`src/design/fbc_pkg.sv`:
```
// Types and constants of the first-fit bar cutting block.
package fbc_pkg;

  localparam int REQ_W      = 2;
  localparam int FLD_LEN_W  = 16;
  localparam int TAG_W      = 16;
  localparam int KIND_W     = 3;
  localparam int CNT_OUT_W  = 6;
  localparam int KERF_W     = 10;
  localparam int CFG_IDX_W  = 2;
  localparam int CFG_DATA_W = 10;

  typedef enum logic [REQ_W-1:0] {
    REQ_LOAD   = 2'd0,
    REQ_CUT    = 2'd1,
    REQ_REPORT = 2'd2,
    REQ_CLEAR  = 2'd3
  } req_type_e;

  typedef enum logic [KIND_W-1:0] {
    KIND_LOAD_ACK    = 3'd0,
    KIND_CUT_PIECE   = 3'd1,
    KIND_BAR_SUM     = 3'd2,
    KIND_UNCUT_PIECE = 3'd3,
    KIND_UNCUT_SUM   = 3'd4
  } kind_e;

  localparam logic [CFG_IDX_W-1:0] CFG_KERF = 2'd0;
  localparam logic [CFG_IDX_W-1:0] CFG_SORT = 2'd1;

  typedef struct packed {
    logic [KERF_W-1:0] kerf;
    logic              sort_on_load;
  } cfg_t;

  typedef struct packed {
    kind_e                kind;
    logic [TAG_W-1:0]     piece_tag;
    logic [FLD_LEN_W-1:0] piece_length;
    logic [FLD_LEN_W-1:0] remainder;
    logic [CNT_OUT_W-1:0] piece_count;
    logic                 status;
    logic                 last;
  } result_t;

endpackage

```
`src/design/fbc_ifs.sv`:
```
// Channel interfaces of the bar cutting block: request, result and configuration.
interface fbc_req_if;
  import fbc_pkg::*;
  logic                 valid;
  logic                 ready;
  logic [REQ_W-1:0]     req_type;
  logic [FLD_LEN_W-1:0] length_value;
  logic [TAG_W-1:0]     part_tag;
  modport source (output valid, req_type, length_value, part_tag, input ready);
  modport sink (input valid, req_type, length_value, part_tag, output ready);
endinterface

interface fbc_res_if;
  import fbc_pkg::*;
  logic                 valid;
  logic                 ready;
  logic [KIND_W-1:0]    kind;
  logic [TAG_W-1:0]     piece_tag;
  logic [FLD_LEN_W-1:0] piece_length;
  logic [FLD_LEN_W-1:0] remainder;
  logic [CNT_OUT_W-1:0] piece_count;
  logic                 status;
  logic                 last;
  modport source (output valid, kind, piece_tag, piece_length, remainder, piece_count,
                  status, last, input ready);
  modport sink (input valid, kind, piece_tag, piece_length, remainder, piece_count,
                status, last, output ready);
endinterface

interface fbc_cfg_if;
  import fbc_pkg::*;
  logic                  valid;
  logic                  ready;
  logic [CFG_IDX_W-1:0]  index;
  logic [CFG_DATA_W-1:0] data;
  modport source (output valid, index, data, input ready);
  modport sink (input valid, index, data, output ready);
endinterface

```
`src/design/fbc_mem.sv`:
```
// Part table memory: one write port, one read port, registered read data.
module fbc_mem #(
  parameter int DEPTH = 32,
  parameter int WIDTH = 33
) (
  input  logic                     clk_i,
  input  logic                     we_i,
  input  logic [$clog2(DEPTH)-1:0] waddr_i,
  input  logic [WIDTH-1:0]         wdata_i,
  input  logic                     re_i,
  input  logic [$clog2(DEPTH)-1:0] raddr_i,
  output logic [WIDTH-1:0]         rdata_o
);

  logic [WIDTH-1:0] mem_q [DEPTH];
  logic [WIDTH-1:0] rdata_q;

  always_ff @(posedge clk_i) begin
    if (we_i) begin
      mem_q[waddr_i] <= wdata_i;
    end
  end

  // Hold read data until the next read so a stalled walk keeps its entry.
  always_ff @(posedge clk_i) begin
    if (re_i) begin
      rdata_q <= mem_q[raddr_i];
    end
  end

  assign rdata_o = rdata_q;

endmodule

```
`src/design/fbc_seq.sv`:
```
// Sequencer: walks the part table for inserts, cuts and reports.
module fbc_seq #(
  parameter int MAX_PARTS = 32,
  parameter int LEN_BITS  = 16
) (
  input  logic                                           clk_i,
  input  logic                                           rst_ni,
  input  fbc_pkg::cfg_t                                  cfg_i,
  input  logic                                           req_valid_i,
  output logic                                           req_ready_o,
  input  logic [fbc_pkg::REQ_W-1:0]                      req_type_i,
  input  logic [fbc_pkg::FLD_LEN_W-1:0]                  len_i,
  input  logic [fbc_pkg::TAG_W-1:0]                      tag_i,
  output logic                                           emit_valid_o,
  output fbc_pkg::result_t                               emit_o,
  input  logic                                           emit_ready_i,
  output logic                                           mem_we_o,
  output logic [$clog2(MAX_PARTS)-1:0]                   mem_waddr_o,
  output logic [fbc_pkg::TAG_W+LEN_BITS:0]               mem_wdata_o,
  output logic                                           mem_re_o,
  output logic [$clog2(MAX_PARTS)-1:0]                   mem_raddr_o,
  input  logic [fbc_pkg::TAG_W+LEN_BITS:0]               mem_rdata_i
);
  import fbc_pkg::*;

  localparam int IDX_W  = $clog2(MAX_PARTS);
  localparam int CNT_W  = $clog2(MAX_PARTS + 1);
  localparam int ENT_W  = 1 + TAG_W + LEN_BITS;
  localparam int NEED_W = ((LEN_BITS > KERF_W) ? LEN_BITS : KERF_W) + 1;

  localparam logic [2:0] ST_IDLE = 3'd0;
  localparam logic [2:0] ST_INS  = 3'd1;
  localparam logic [2:0] ST_PUT  = 3'd2;
  localparam logic [2:0] ST_WALK = 3'd3;
  localparam logic [2:0] ST_SUM  = 3'd4;

  logic [2:0]          state_q, state_d;
  req_type_e           req_q, req_d;
  logic [LEN_BITS-1:0] len_q, len_d;
  logic [TAG_W-1:0]    tag_q, tag_d;
  logic [IDX_W-1:0]    idx_q, idx_d;
  logic [CNT_W-1:0]    cnt_q, cnt_d;
  logic [CNT_W-1:0]    count_q, count_d;
  logic                full_q, full_d;
  logic [ENT_W-1:0]    carry_q, carry_d;
  logic                shift_q, shift_d;

  logic                rd_pend;
  logic [TAG_W-1:0]    rd_tag;
  logic [LEN_BITS-1:0] rd_len;
  logic [NEED_W-1:0]   need;
  logic                fits;
  logic                take;
  logic                last_idx;
  logic [ENT_W-1:0]    new_ent;

  assign rd_pend  = mem_rdata_i[ENT_W-1];
  assign rd_tag   = mem_rdata_i[LEN_BITS +: TAG_W];
  assign rd_len   = mem_rdata_i[LEN_BITS-1:0];
  assign need     = NEED_W'(rd_len) + NEED_W'(cfg_i.kerf);
  assign fits     = NEED_W'(len_q) > need;
  assign take     = rd_pend && ((req_q == REQ_CUT) ? fits : 1'b1);
  assign last_idx = (CNT_W'(idx_q) + CNT_W'(1)) == count_q;
  assign new_ent  = {1'b1, tag_q, len_q};

  assign req_ready_o = (state_q == ST_IDLE);

  always_comb begin
    state_d      = state_q;
    req_d        = req_q;
    len_d        = len_q;
    tag_d        = tag_q;
    idx_d        = idx_q;
    cnt_d        = cnt_q;
    count_d      = count_q;
    full_d       = full_q;
    carry_d      = carry_q;
    shift_d      = shift_q;
    mem_we_o     = 1'b0;
    mem_waddr_o  = '0;
    mem_wdata_o  = new_ent;
    mem_re_o     = 1'b0;
    mem_raddr_o  = '0;
    emit_valid_o = 1'b0;
    emit_o       = '0;

    unique case (state_q)
      ST_IDLE: begin
        if (req_valid_i) begin
          req_d  = req_type_e'(req_type_i);
          len_d  = LEN_BITS'(len_i);
          tag_d  = tag_i;
          idx_d  = '0;
          cnt_d  = '0;
          full_d = 1'b0;
          unique case (req_type_e'(req_type_i))
            REQ_LOAD: begin
              if (count_q >= CNT_W'(MAX_PARTS)) begin
                full_d  = 1'b1;
                state_d = ST_SUM;
              end else if (!cfg_i.sort_on_load || count_q == '0) begin
                mem_we_o    = 1'b1;
                mem_waddr_o = IDX_W'(count_q);
                mem_wdata_o = {1'b1, tag_i, LEN_BITS'(len_i)};
                count_d     = count_q + CNT_W'(1);
                state_d     = ST_SUM;
              end else begin
                mem_re_o = 1'b1;
                carry_d  = {1'b1, tag_i, LEN_BITS'(len_i)};
                shift_d  = 1'b0;
                state_d  = ST_INS;
              end
            end
            REQ_CUT, REQ_REPORT: begin
              if (count_q == '0) begin
                state_d = ST_SUM;
              end else begin
                mem_re_o = 1'b1;
                state_d  = ST_WALK;
              end
            end
            REQ_CLEAR: begin
              count_d = '0;
            end
          endcase
        end
      end
      ST_INS: begin
        // Walk from the bottom up; from the first longer entry on, drop the
        // carried entry into the slot and carry the old one up a slot.
        if (shift_q || rd_len > len_q) begin
          mem_we_o    = 1'b1;
          mem_waddr_o = idx_q;
          mem_wdata_o = carry_q;
          carry_d     = mem_rdata_i;
          shift_d     = 1'b1;
        end
        if (last_idx) begin
          state_d = ST_PUT;
        end else begin
          mem_re_o    = 1'b1;
          mem_raddr_o = idx_q + IDX_W'(1);
          idx_d       = idx_q + IDX_W'(1);
        end
      end
      ST_PUT: begin
        // Place the carried entry in the first free slot.
        mem_we_o    = 1'b1;
        mem_waddr_o = IDX_W'(count_q);
        mem_wdata_o = carry_q;
        count_d     = count_q + CNT_W'(1);
        state_d     = ST_SUM;
      end
      ST_WALK: begin
        // Hold the entry while a piece cannot leave.
        if (!take || emit_ready_i) begin
          if (take) begin
            emit_valid_o        = 1'b1;
            emit_o.kind         = (req_q == REQ_CUT) ? KIND_CUT_PIECE : KIND_UNCUT_PIECE;
            emit_o.piece_tag    = rd_tag;
            emit_o.piece_length = FLD_LEN_W'(rd_len);
            cnt_d               = cnt_q + CNT_W'(1);
            if (req_q == REQ_CUT) begin
              mem_we_o    = 1'b1;
              mem_waddr_o = idx_q;
              mem_wdata_o = {1'b0, rd_tag, rd_len};
              len_d       = LEN_BITS'(NEED_W'(len_q) - need);
            end
          end
          if (last_idx) begin
            state_d = ST_SUM;
          end else begin
            mem_re_o    = 1'b1;
            mem_raddr_o = idx_q + IDX_W'(1);
            idx_d       = idx_q + IDX_W'(1);
          end
        end
      end
      ST_SUM: begin
        if (emit_ready_i) begin
          emit_valid_o = 1'b1;
          emit_o.last  = 1'b1;
          unique case (req_q)
            REQ_LOAD: begin
              emit_o.kind         = KIND_LOAD_ACK;
              emit_o.piece_tag    = tag_q;
              emit_o.piece_length = FLD_LEN_W'(len_q);
              emit_o.piece_count  = CNT_OUT_W'(count_q);
              emit_o.status       = full_q;
            end
            REQ_CUT: begin
              emit_o.kind        = KIND_BAR_SUM;
              emit_o.remainder   = FLD_LEN_W'(len_q);
              emit_o.piece_count = CNT_OUT_W'(cnt_q);
            end
            REQ_REPORT: begin
              emit_o.kind        = KIND_UNCUT_SUM;
              emit_o.piece_count = CNT_OUT_W'(cnt_q);
            end
            REQ_CLEAR: begin
              emit_valid_o = 1'b0;
            end
          endcase
          state_d = ST_IDLE;
        end
      end
      default: begin
        state_d = ST_IDLE;
      end
    endcase
  end

  always_ff @(posedge clk_i or negedge rst_ni) begin
    if (!rst_ni) begin
      state_q <= ST_IDLE;
      count_q <= '0;
    end else begin
      state_q <= state_d;
      count_q <= count_d;
    end
  end

  always_ff @(posedge clk_i) begin
    req_q   <= req_d;
    len_q   <= len_d;
    tag_q   <= tag_d;
    idx_q   <= idx_d;
    cnt_q   <= cnt_d;
    full_q  <= full_d;
    carry_q <= carry_d;
    shift_q <= shift_d;
  end

endmodule

```
`src/design/first_fit_bar_cutting.sv`:
```
// Top level of the first-fit bar cutting block.
//
//   channel  dir  modport  carries
//   req_i    in   sink     req_type, length_value, part_tag
//   res_o    out  source   kind, piece_tag, piece_length, remainder, piece_count,
//                          status, last
//   cfg_i    in   sink     index (0 kerf, 1 sort_on_load), data
//
// A load that appends writes and acknowledges; an ordered insert walks the table,
// places the carried entry and acknowledges; a cut or report walks, then sums. The
// walk advances one entry per cycle, set by the single read port, unless it stalls.
// Reset idles the sequencer, clears the part count, sets kerf 0 and sort_on_load on; the table
// memory needs no clearing pass since only entries below the count are read.
// A stalled result holds the walk at its current entry; requests are taken only
// between runs, while a finished result may still wait in the output register.
module first_fit_bar_cutting #(
  parameter int MAX_PARTS = 32,
  parameter int LEN_BITS  = 16
) (
  input  logic     clk_i,
  input  logic     rst_ni,
  fbc_req_if.sink  req_i,
  fbc_res_if.source res_o,
  fbc_cfg_if.sink  cfg_i
);
  import fbc_pkg::*;

  localparam int IDX_W = $clog2(MAX_PARTS);
  localparam int ENT_W = 1 + TAG_W + LEN_BITS;

  logic [KERF_W-1:0] kerf_q;
  logic              sort_q;
  cfg_t              cfg;

  logic              emit_valid;
  result_t           emit;
  logic              emit_ready;

  logic              res_valid_q;
  result_t           res_q;

  logic              mem_we;
  logic [IDX_W-1:0]  mem_waddr;
  logic [ENT_W-1:0]  mem_wdata;
  logic              mem_re;
  logic [IDX_W-1:0]  mem_raddr;
  logic [ENT_W-1:0]  mem_rdata;

  // Configuration: always ready, write the addressed register, drop others.
  assign cfg_i.ready = 1'b1;

  always_ff @(posedge clk_i or negedge rst_ni) begin
    if (!rst_ni) begin
      kerf_q <= '0;
      sort_q <= 1'b1;
    end else if (cfg_i.valid) begin
      unique case (cfg_i.index)
        CFG_KERF: begin
          kerf_q <= cfg_i.data[KERF_W-1:0];
        end
        CFG_SORT: begin
          sort_q <= cfg_i.data[0];
        end
        default: begin
        end
      endcase
    end
  end

  assign cfg.kerf         = kerf_q;
  assign cfg.sort_on_load = sort_q;

  // Output register: load a new result when empty or when the held one leaves.
  assign emit_ready = !res_valid_q || res_o.ready;

  always_ff @(posedge clk_i or negedge rst_ni) begin
    if (!rst_ni) begin
      res_valid_q <= 1'b0;
    end else if (emit_valid) begin
      res_valid_q <= 1'b1;
    end else if (res_o.ready) begin
      res_valid_q <= 1'b0;
    end
  end

  always_ff @(posedge clk_i) begin
    if (emit_valid) begin
      res_q <= emit;
    end
  end

  assign res_o.valid        = res_valid_q;
  assign res_o.kind         = res_q.kind;
  assign res_o.piece_tag    = res_q.piece_tag;
  assign res_o.piece_length = res_q.piece_length;
  assign res_o.remainder    = res_q.remainder;
  assign res_o.piece_count  = res_q.piece_count;
  assign res_o.status       = res_q.status;
  assign res_o.last         = res_q.last;

  fbc_seq #(
    .MAX_PARTS (MAX_PARTS),
    .LEN_BITS  (LEN_BITS)
  ) u_seq (
    .clk_i        (clk_i),
    .rst_ni       (rst_ni),
    .cfg_i        (cfg),
    .req_valid_i  (req_i.valid),
    .req_ready_o  (req_i.ready),
    .req_type_i   (req_i.req_type),
    .len_i        (req_i.length_value),
    .tag_i        (req_i.part_tag),
    .emit_valid_o (emit_valid),
    .emit_o       (emit),
    .emit_ready_i (emit_ready),
    .mem_we_o     (mem_we),
    .mem_waddr_o  (mem_waddr),
    .mem_wdata_o  (mem_wdata),
    .mem_re_o     (mem_re),
    .mem_raddr_o  (mem_raddr),
    .mem_rdata_i  (mem_rdata)
  );

  // Part table entry: pending flag, tag, length.
  fbc_mem #(
    .DEPTH (MAX_PARTS),
    .WIDTH (ENT_W)
  ) u_mem (
    .clk_i   (clk_i),
    .we_i    (mem_we),
    .waddr_i (mem_waddr),
    .wdata_i (mem_wdata),
    .re_i    (mem_re),
    .raddr_i (mem_raddr),
    .rdata_o (mem_rdata)
  );

endmodule

```
`src/flat_wrapper.sv`:
```
// flat-port wrapper written by rule: the top's interface ports become plain ports
module first_fit_bar_cutting_flat import fbc_pkg::*;
#(
  parameter int MAX_PARTS = 32,
  parameter int LEN_BITS  = 16
)
  (clk_i, rst_ni, req_i_valid, req_i_req_type, req_i_length_value, req_i_part_tag, req_i_ready, res_o_valid, res_o_kind, res_o_piece_tag, res_o_piece_length, res_o_remainder, res_o_piece_count, res_o_status, res_o_last, res_o_ready, cfg_i_valid, cfg_i_index, cfg_i_data, cfg_i_ready);
  fbc_req_if req_i_i ();
  fbc_res_if res_o_i ();
  fbc_cfg_if cfg_i_i ();
  input  logic clk_i;
  input  logic rst_ni;
  input wire logic [$bits(req_i_i.valid)-1:0] req_i_valid;
  input wire logic [$bits(req_i_i.req_type)-1:0] req_i_req_type;
  input wire logic [$bits(req_i_i.length_value)-1:0] req_i_length_value;
  input wire logic [$bits(req_i_i.part_tag)-1:0] req_i_part_tag;
  output wire logic [$bits(req_i_i.ready)-1:0] req_i_ready;
  output wire logic [$bits(res_o_i.valid)-1:0] res_o_valid;
  output wire logic [$bits(res_o_i.kind)-1:0] res_o_kind;
  output wire logic [$bits(res_o_i.piece_tag)-1:0] res_o_piece_tag;
  output wire logic [$bits(res_o_i.piece_length)-1:0] res_o_piece_length;
  output wire logic [$bits(res_o_i.remainder)-1:0] res_o_remainder;
  output wire logic [$bits(res_o_i.piece_count)-1:0] res_o_piece_count;
  output wire logic [$bits(res_o_i.status)-1:0] res_o_status;
  output wire logic [$bits(res_o_i.last)-1:0] res_o_last;
  input wire logic [$bits(res_o_i.ready)-1:0] res_o_ready;
  input wire logic [$bits(cfg_i_i.valid)-1:0] cfg_i_valid;
  input wire logic [$bits(cfg_i_i.index)-1:0] cfg_i_index;
  input wire logic [$bits(cfg_i_i.data)-1:0] cfg_i_data;
  output wire logic [$bits(cfg_i_i.ready)-1:0] cfg_i_ready;
  assign req_i_i.valid = req_i_valid;
  assign req_i_i.req_type = req_i_req_type;
  assign req_i_i.length_value = req_i_length_value;
  assign req_i_i.part_tag = req_i_part_tag;
  assign req_i_ready = req_i_i.ready;
  assign res_o_valid = res_o_i.valid;
  assign res_o_kind = res_o_i.kind;
  assign res_o_piece_tag = res_o_i.piece_tag;
  assign res_o_piece_length = res_o_i.piece_length;
  assign res_o_remainder = res_o_i.remainder;
  assign res_o_piece_count = res_o_i.piece_count;
  assign res_o_status = res_o_i.status;
  assign res_o_last = res_o_i.last;
  assign res_o_i.ready = res_o_ready;
  assign cfg_i_i.valid = cfg_i_valid;
  assign cfg_i_i.index = cfg_i_index;
  assign cfg_i_i.data = cfg_i_data;
  assign cfg_i_ready = cfg_i_i.ready;
  first_fit_bar_cutting #(.MAX_PARTS(MAX_PARTS), .LEN_BITS(LEN_BITS)) u_core (.clk_i(clk_i), .rst_ni(rst_ni), .req_i(req_i_i), .res_o(res_o_i), .cfg_i(cfg_i_i));
endmodule
```
`config.mk`:
```
export PLATFORM = sky130hd
export DESIGN_NAME = first_fit_bar_cutting_flat
export DESIGN_NICKNAME = d
export VERILOG_FILES = /design/src/design/fbc_pkg.sv /design/src/design/fbc_ifs.sv /design/src/design/fbc_mem.sv /design/src/design/fbc_seq.sv /design/src/design/first_fit_bar_cutting.sv /design/src/flat_wrapper.sv
export SDC_FILE = /design/constraint.sdc
export NUM_CORES = 2
export LEC_CHECK = 0
export ABC_AREA = 1
export BUFFER_PORTS_ARGS = -buffer_cell sky130_fd_sc_hd__clkbuf_2
export CAP_MARGIN = 15
export CORE_ASPECT_RATIO = 1.25
export CORE_MARGIN = 2
export CORE_UTILIZATION = 45
export DETAILED_ROUTE_END_ITERATION = 6
export MAX_ROUTING_LAYER = met4
export PLACE_DENSITY = 0.63
export SYNTH_ARGS = -nofsm -noshare
export SYNTH_HDL_FRONTEND = slang
export SYNTH_SLANG_ARGS = --single-unit
```
`constraint.sdc`:
```
create_clock -name clk_i -period 14.5 [get_ports clk_i]
set_input_delay 2.9 -clock clk_i [delete_from_list [all_inputs] [get_ports clk_i]]
set_output_delay 2.9 -clock clk_i [all_outputs]
set_load 0.02 [all_outputs]
```
==> metrics.yaml <==
status: "completed"
regToRegSetupSlack_ns: 6.93
fin_hold_ws_ns: 0.5296
final_cells: 7311
critical_path_class: "flip-flop to flip-flop"
dieArea_um2: 129700
syn_area_um2: 57050
synth_cell_type_count: 45
final_antenna_net_count: 0
ir_drop_mv: 0.1442
slew_headroom_pct: 24.52
min_delay_path_depth: 2
cts_inserted_buffers: 116
hold_end: "u_core.sort_q"
initial_core_util_pct: 45.20
grt_pass1_wl_um: 248900
post_drt_via_cell_ratio: 5.615
worstSetupEndpointType: "flip-flop"
final_cell_mix: "1326 x nand2_1, 1228 x edfxtp_1, 1178 x nand3_1"
synth_ff_type: "edfxtp_1"
setup_viol: 0
hold_buffers: 0
drt-total-wl_um: 168200
yosysSeqAreaShare_pct: 65.56
tightest_slew_ns: 1.132
slowest_stage: "buf_4"
fp.dieH_um: 402.1
cpPeakStageDelay_ns: 0.91
r2r-start: "u_core.u_mem.rdata_o[2]"
finalPower_mw: 14.08
place_ws_ns: 6.860
cts_resized: 0
wl_per_cell_um: 23.01
htreeDepth: 3
async_reset_ff_share_pct: 1.681
clock_path_buffers: 3
worst-r2r-cell-count: 32
post_cts_buffers: 0
dp.cells: 7090
clk_pin_slew_ns: 0.06
final_nets: 5612
finalClockSkew_ns: 0.02965
rsz0062_at_grt: "false"
synth.ff_latch_count: 1249
period_share_pct: 52.23
hold_path_startpoint: "u_core.sort_q"
die_w_um: 322.5
clock_latency_ns: 0.74
final_common_cell: "nand2_1"
layout_setup_ws_ns: 6.927
firstDrtPassIters: 6
syn_avg_cell_area_um2: 10.35
synthToLayoutAreaGrowth_pct: 11.10
grt_overflow: 0
leakagePower_nw: 25.41
port_buffers: 111
cts_tree: "yes"
core_um2: 126200
yosys-top-cells-area: "edfxtp_1 65%, nand3_1 10%, nand2_1 8.7%, inv_1 4.7%, nand3b_1 2.2%"
maxCapViolCount: 0
io_pins: 113
path_max_fanout: 145
max_freq_mhz: 132.1
grt_pass1_vias: 38780
synth_edf_count: 1228
dp_hpwl_um: 88630
fin_util_pct: 50.21
fillers: 11070
synth_warnings: 0
antenna_found_initial: 2
cellPowerDensity_nw_per_um2: 222.1
required_ns: 15.00
start_kind: "flip-flop"
drc: 0
synth_nets: 5617
cts_root_buffer: "clkbuf_16"
setup_tns_ns: 0
path_common_cell: "nand2_1"
grtUsageTotal_pct: 26.41
fin_crit_ns: 7.573
netlist_instances: 5511
slew_violations: 0
final_area_um2: 63380
drt_iter0_markers: 5078
drive_gt1_share_pct: 8.293
rows: 146
via_count: 41050
hold_viol: 0
rr_endpoint: "u_core.u_mem.rdata_o[17]"
dpl-instance-area_um2: 59510
clock_sinks: 1249
critical_path_arrival_ns: 8.07
grt_max_degree: 190
synth_top_area_share_pct: 64.64
min_path_type: "flip-flop to flip-flop"
synth_top_area_cell: "edfxtp_1"
globalplace.congestion: 0.9082
[final cells by class]
cell class	count	area (µm²)	share of cell area [%]
flip-flops and latches	1249	37400	59.01
clock inverters	85	875.8	1.382
well taps	1702	2130	3.360
inverters	731	2750	4.339
clock buffers	134	2992	4.720
multi-input cells	3204	15920	25.12
diodes	2	5.005	0.007897
repair buffers	204	1304	2.057
[worst max-delay path by stage]
| stage | from | end | slack [ns] | cells past startpoint |
|---|---|---|---|---|
| after floorplan | req_i_req_type[0] | u_core.u_mem.mem_q[20][0] | 8.22 | 11 |
| after global placement | res_o_ready | u_core.u_mem.rdata_o[17] | 6.92 | 13 |
| after detailed placement | res_o_ready | u_core.u_mem.rdata_o[17] | 6.86 | 13 |
| after CTS | u_core.u_mem.rdata_o[2] | u_core.u_mem.rdata_o[17] | 7.00 | 32 |
| after global routing | u_core.u_mem.rdata_o[2] | u_core.u_mem.rdata_o[17] | 6.32 | 32 |
| final | u_core.u_mem.rdata_o[2] | u_core.u_mem.rdata_o[17] | 6.93 | 32 |
[worst max-delay path: cells and delay by family, from the launching register on]
family / cells / cell delay [ns]
adder cells (fa/ha/maj): 2 / 0.76
buffers and inverters: 2 / 1.60
flip-flops: 1 / 0.53
AO/OA/AOI/OAI: 4 / 0.63
AND/OR/NAND/NOR: 24 / 3.53
[sequential cells by signal, summed over array words and instances, names as in the netlist, 2 cells and up]
signal,count
u_core.res_o.piece_length,16
u_core.u_seq.len_q,16
u_core.u_seq.state_q,3
u_core.u_seq.idx_q,5
u_core.u_seq.tag_q,16
u_core.kerf_q,10
u_core.u_seq.cnt_q,6
u_core.u_seq.carry_q,33
u_core.res_o.piece_count,6
u_core.res_o.remainder,16
u_core.u_seq.count_q,6
u_core.u_mem.mem_q,1056
u_core.res_o.piece_tag,16
u_core.u_mem.rdata_o,33
u_core.res_o.kind,3
u_core.u_seq.req_q,2
[synthesized netlist by cell type, drive strengths merged (4+ instances only)]
cell	count
nand2	1333
edfxtp	1228
nand3	1180
inv	728
buf	189
nand3b	168
clkbuf	138
o21ai	126
nor2	119
a21oi	80
ha	53
o22ai	31
nand4	24
dfrtp	20
xor2	19
nor3	13
xnor2	12
a41oi	10
mux2	9
o211ai	5
a22oi	4
[where the power goes]
group / leakage, nW / switching, mW / internal [mW]
Sequential: 11.4 / 0.238 / 5.34
Combinational: 12.1 / 4.01 / 1.35
Clock: 1.89 / 1.36 / 1.78
[metal layers]
layer	GRT usage [%]	vias up	wire length (µm)
met5	-	-	0
met4	10.74	0	6795
met3	3.246	366	13300
met2	43.06	2029	81860
met1	33.50	19970	66260
li1	-	18690	-
[kinds of logic after synthesis]
kind of cell               Yosys count  share of synthesized area, %
and+or+nand+nor                   2843                         22.68
DFF                               1249                         65.56
buffers and inverters             1058                         7.310
AOI/OAI and AO/OA                  265                         2.562
adders and majority gates           55                         1.233
xor gates and xnor gates            31                        0.4759
muxes                                9                        0.1777
other                                1                      0.006573
No activity file was read; power rests on OpenSTA's default activity.
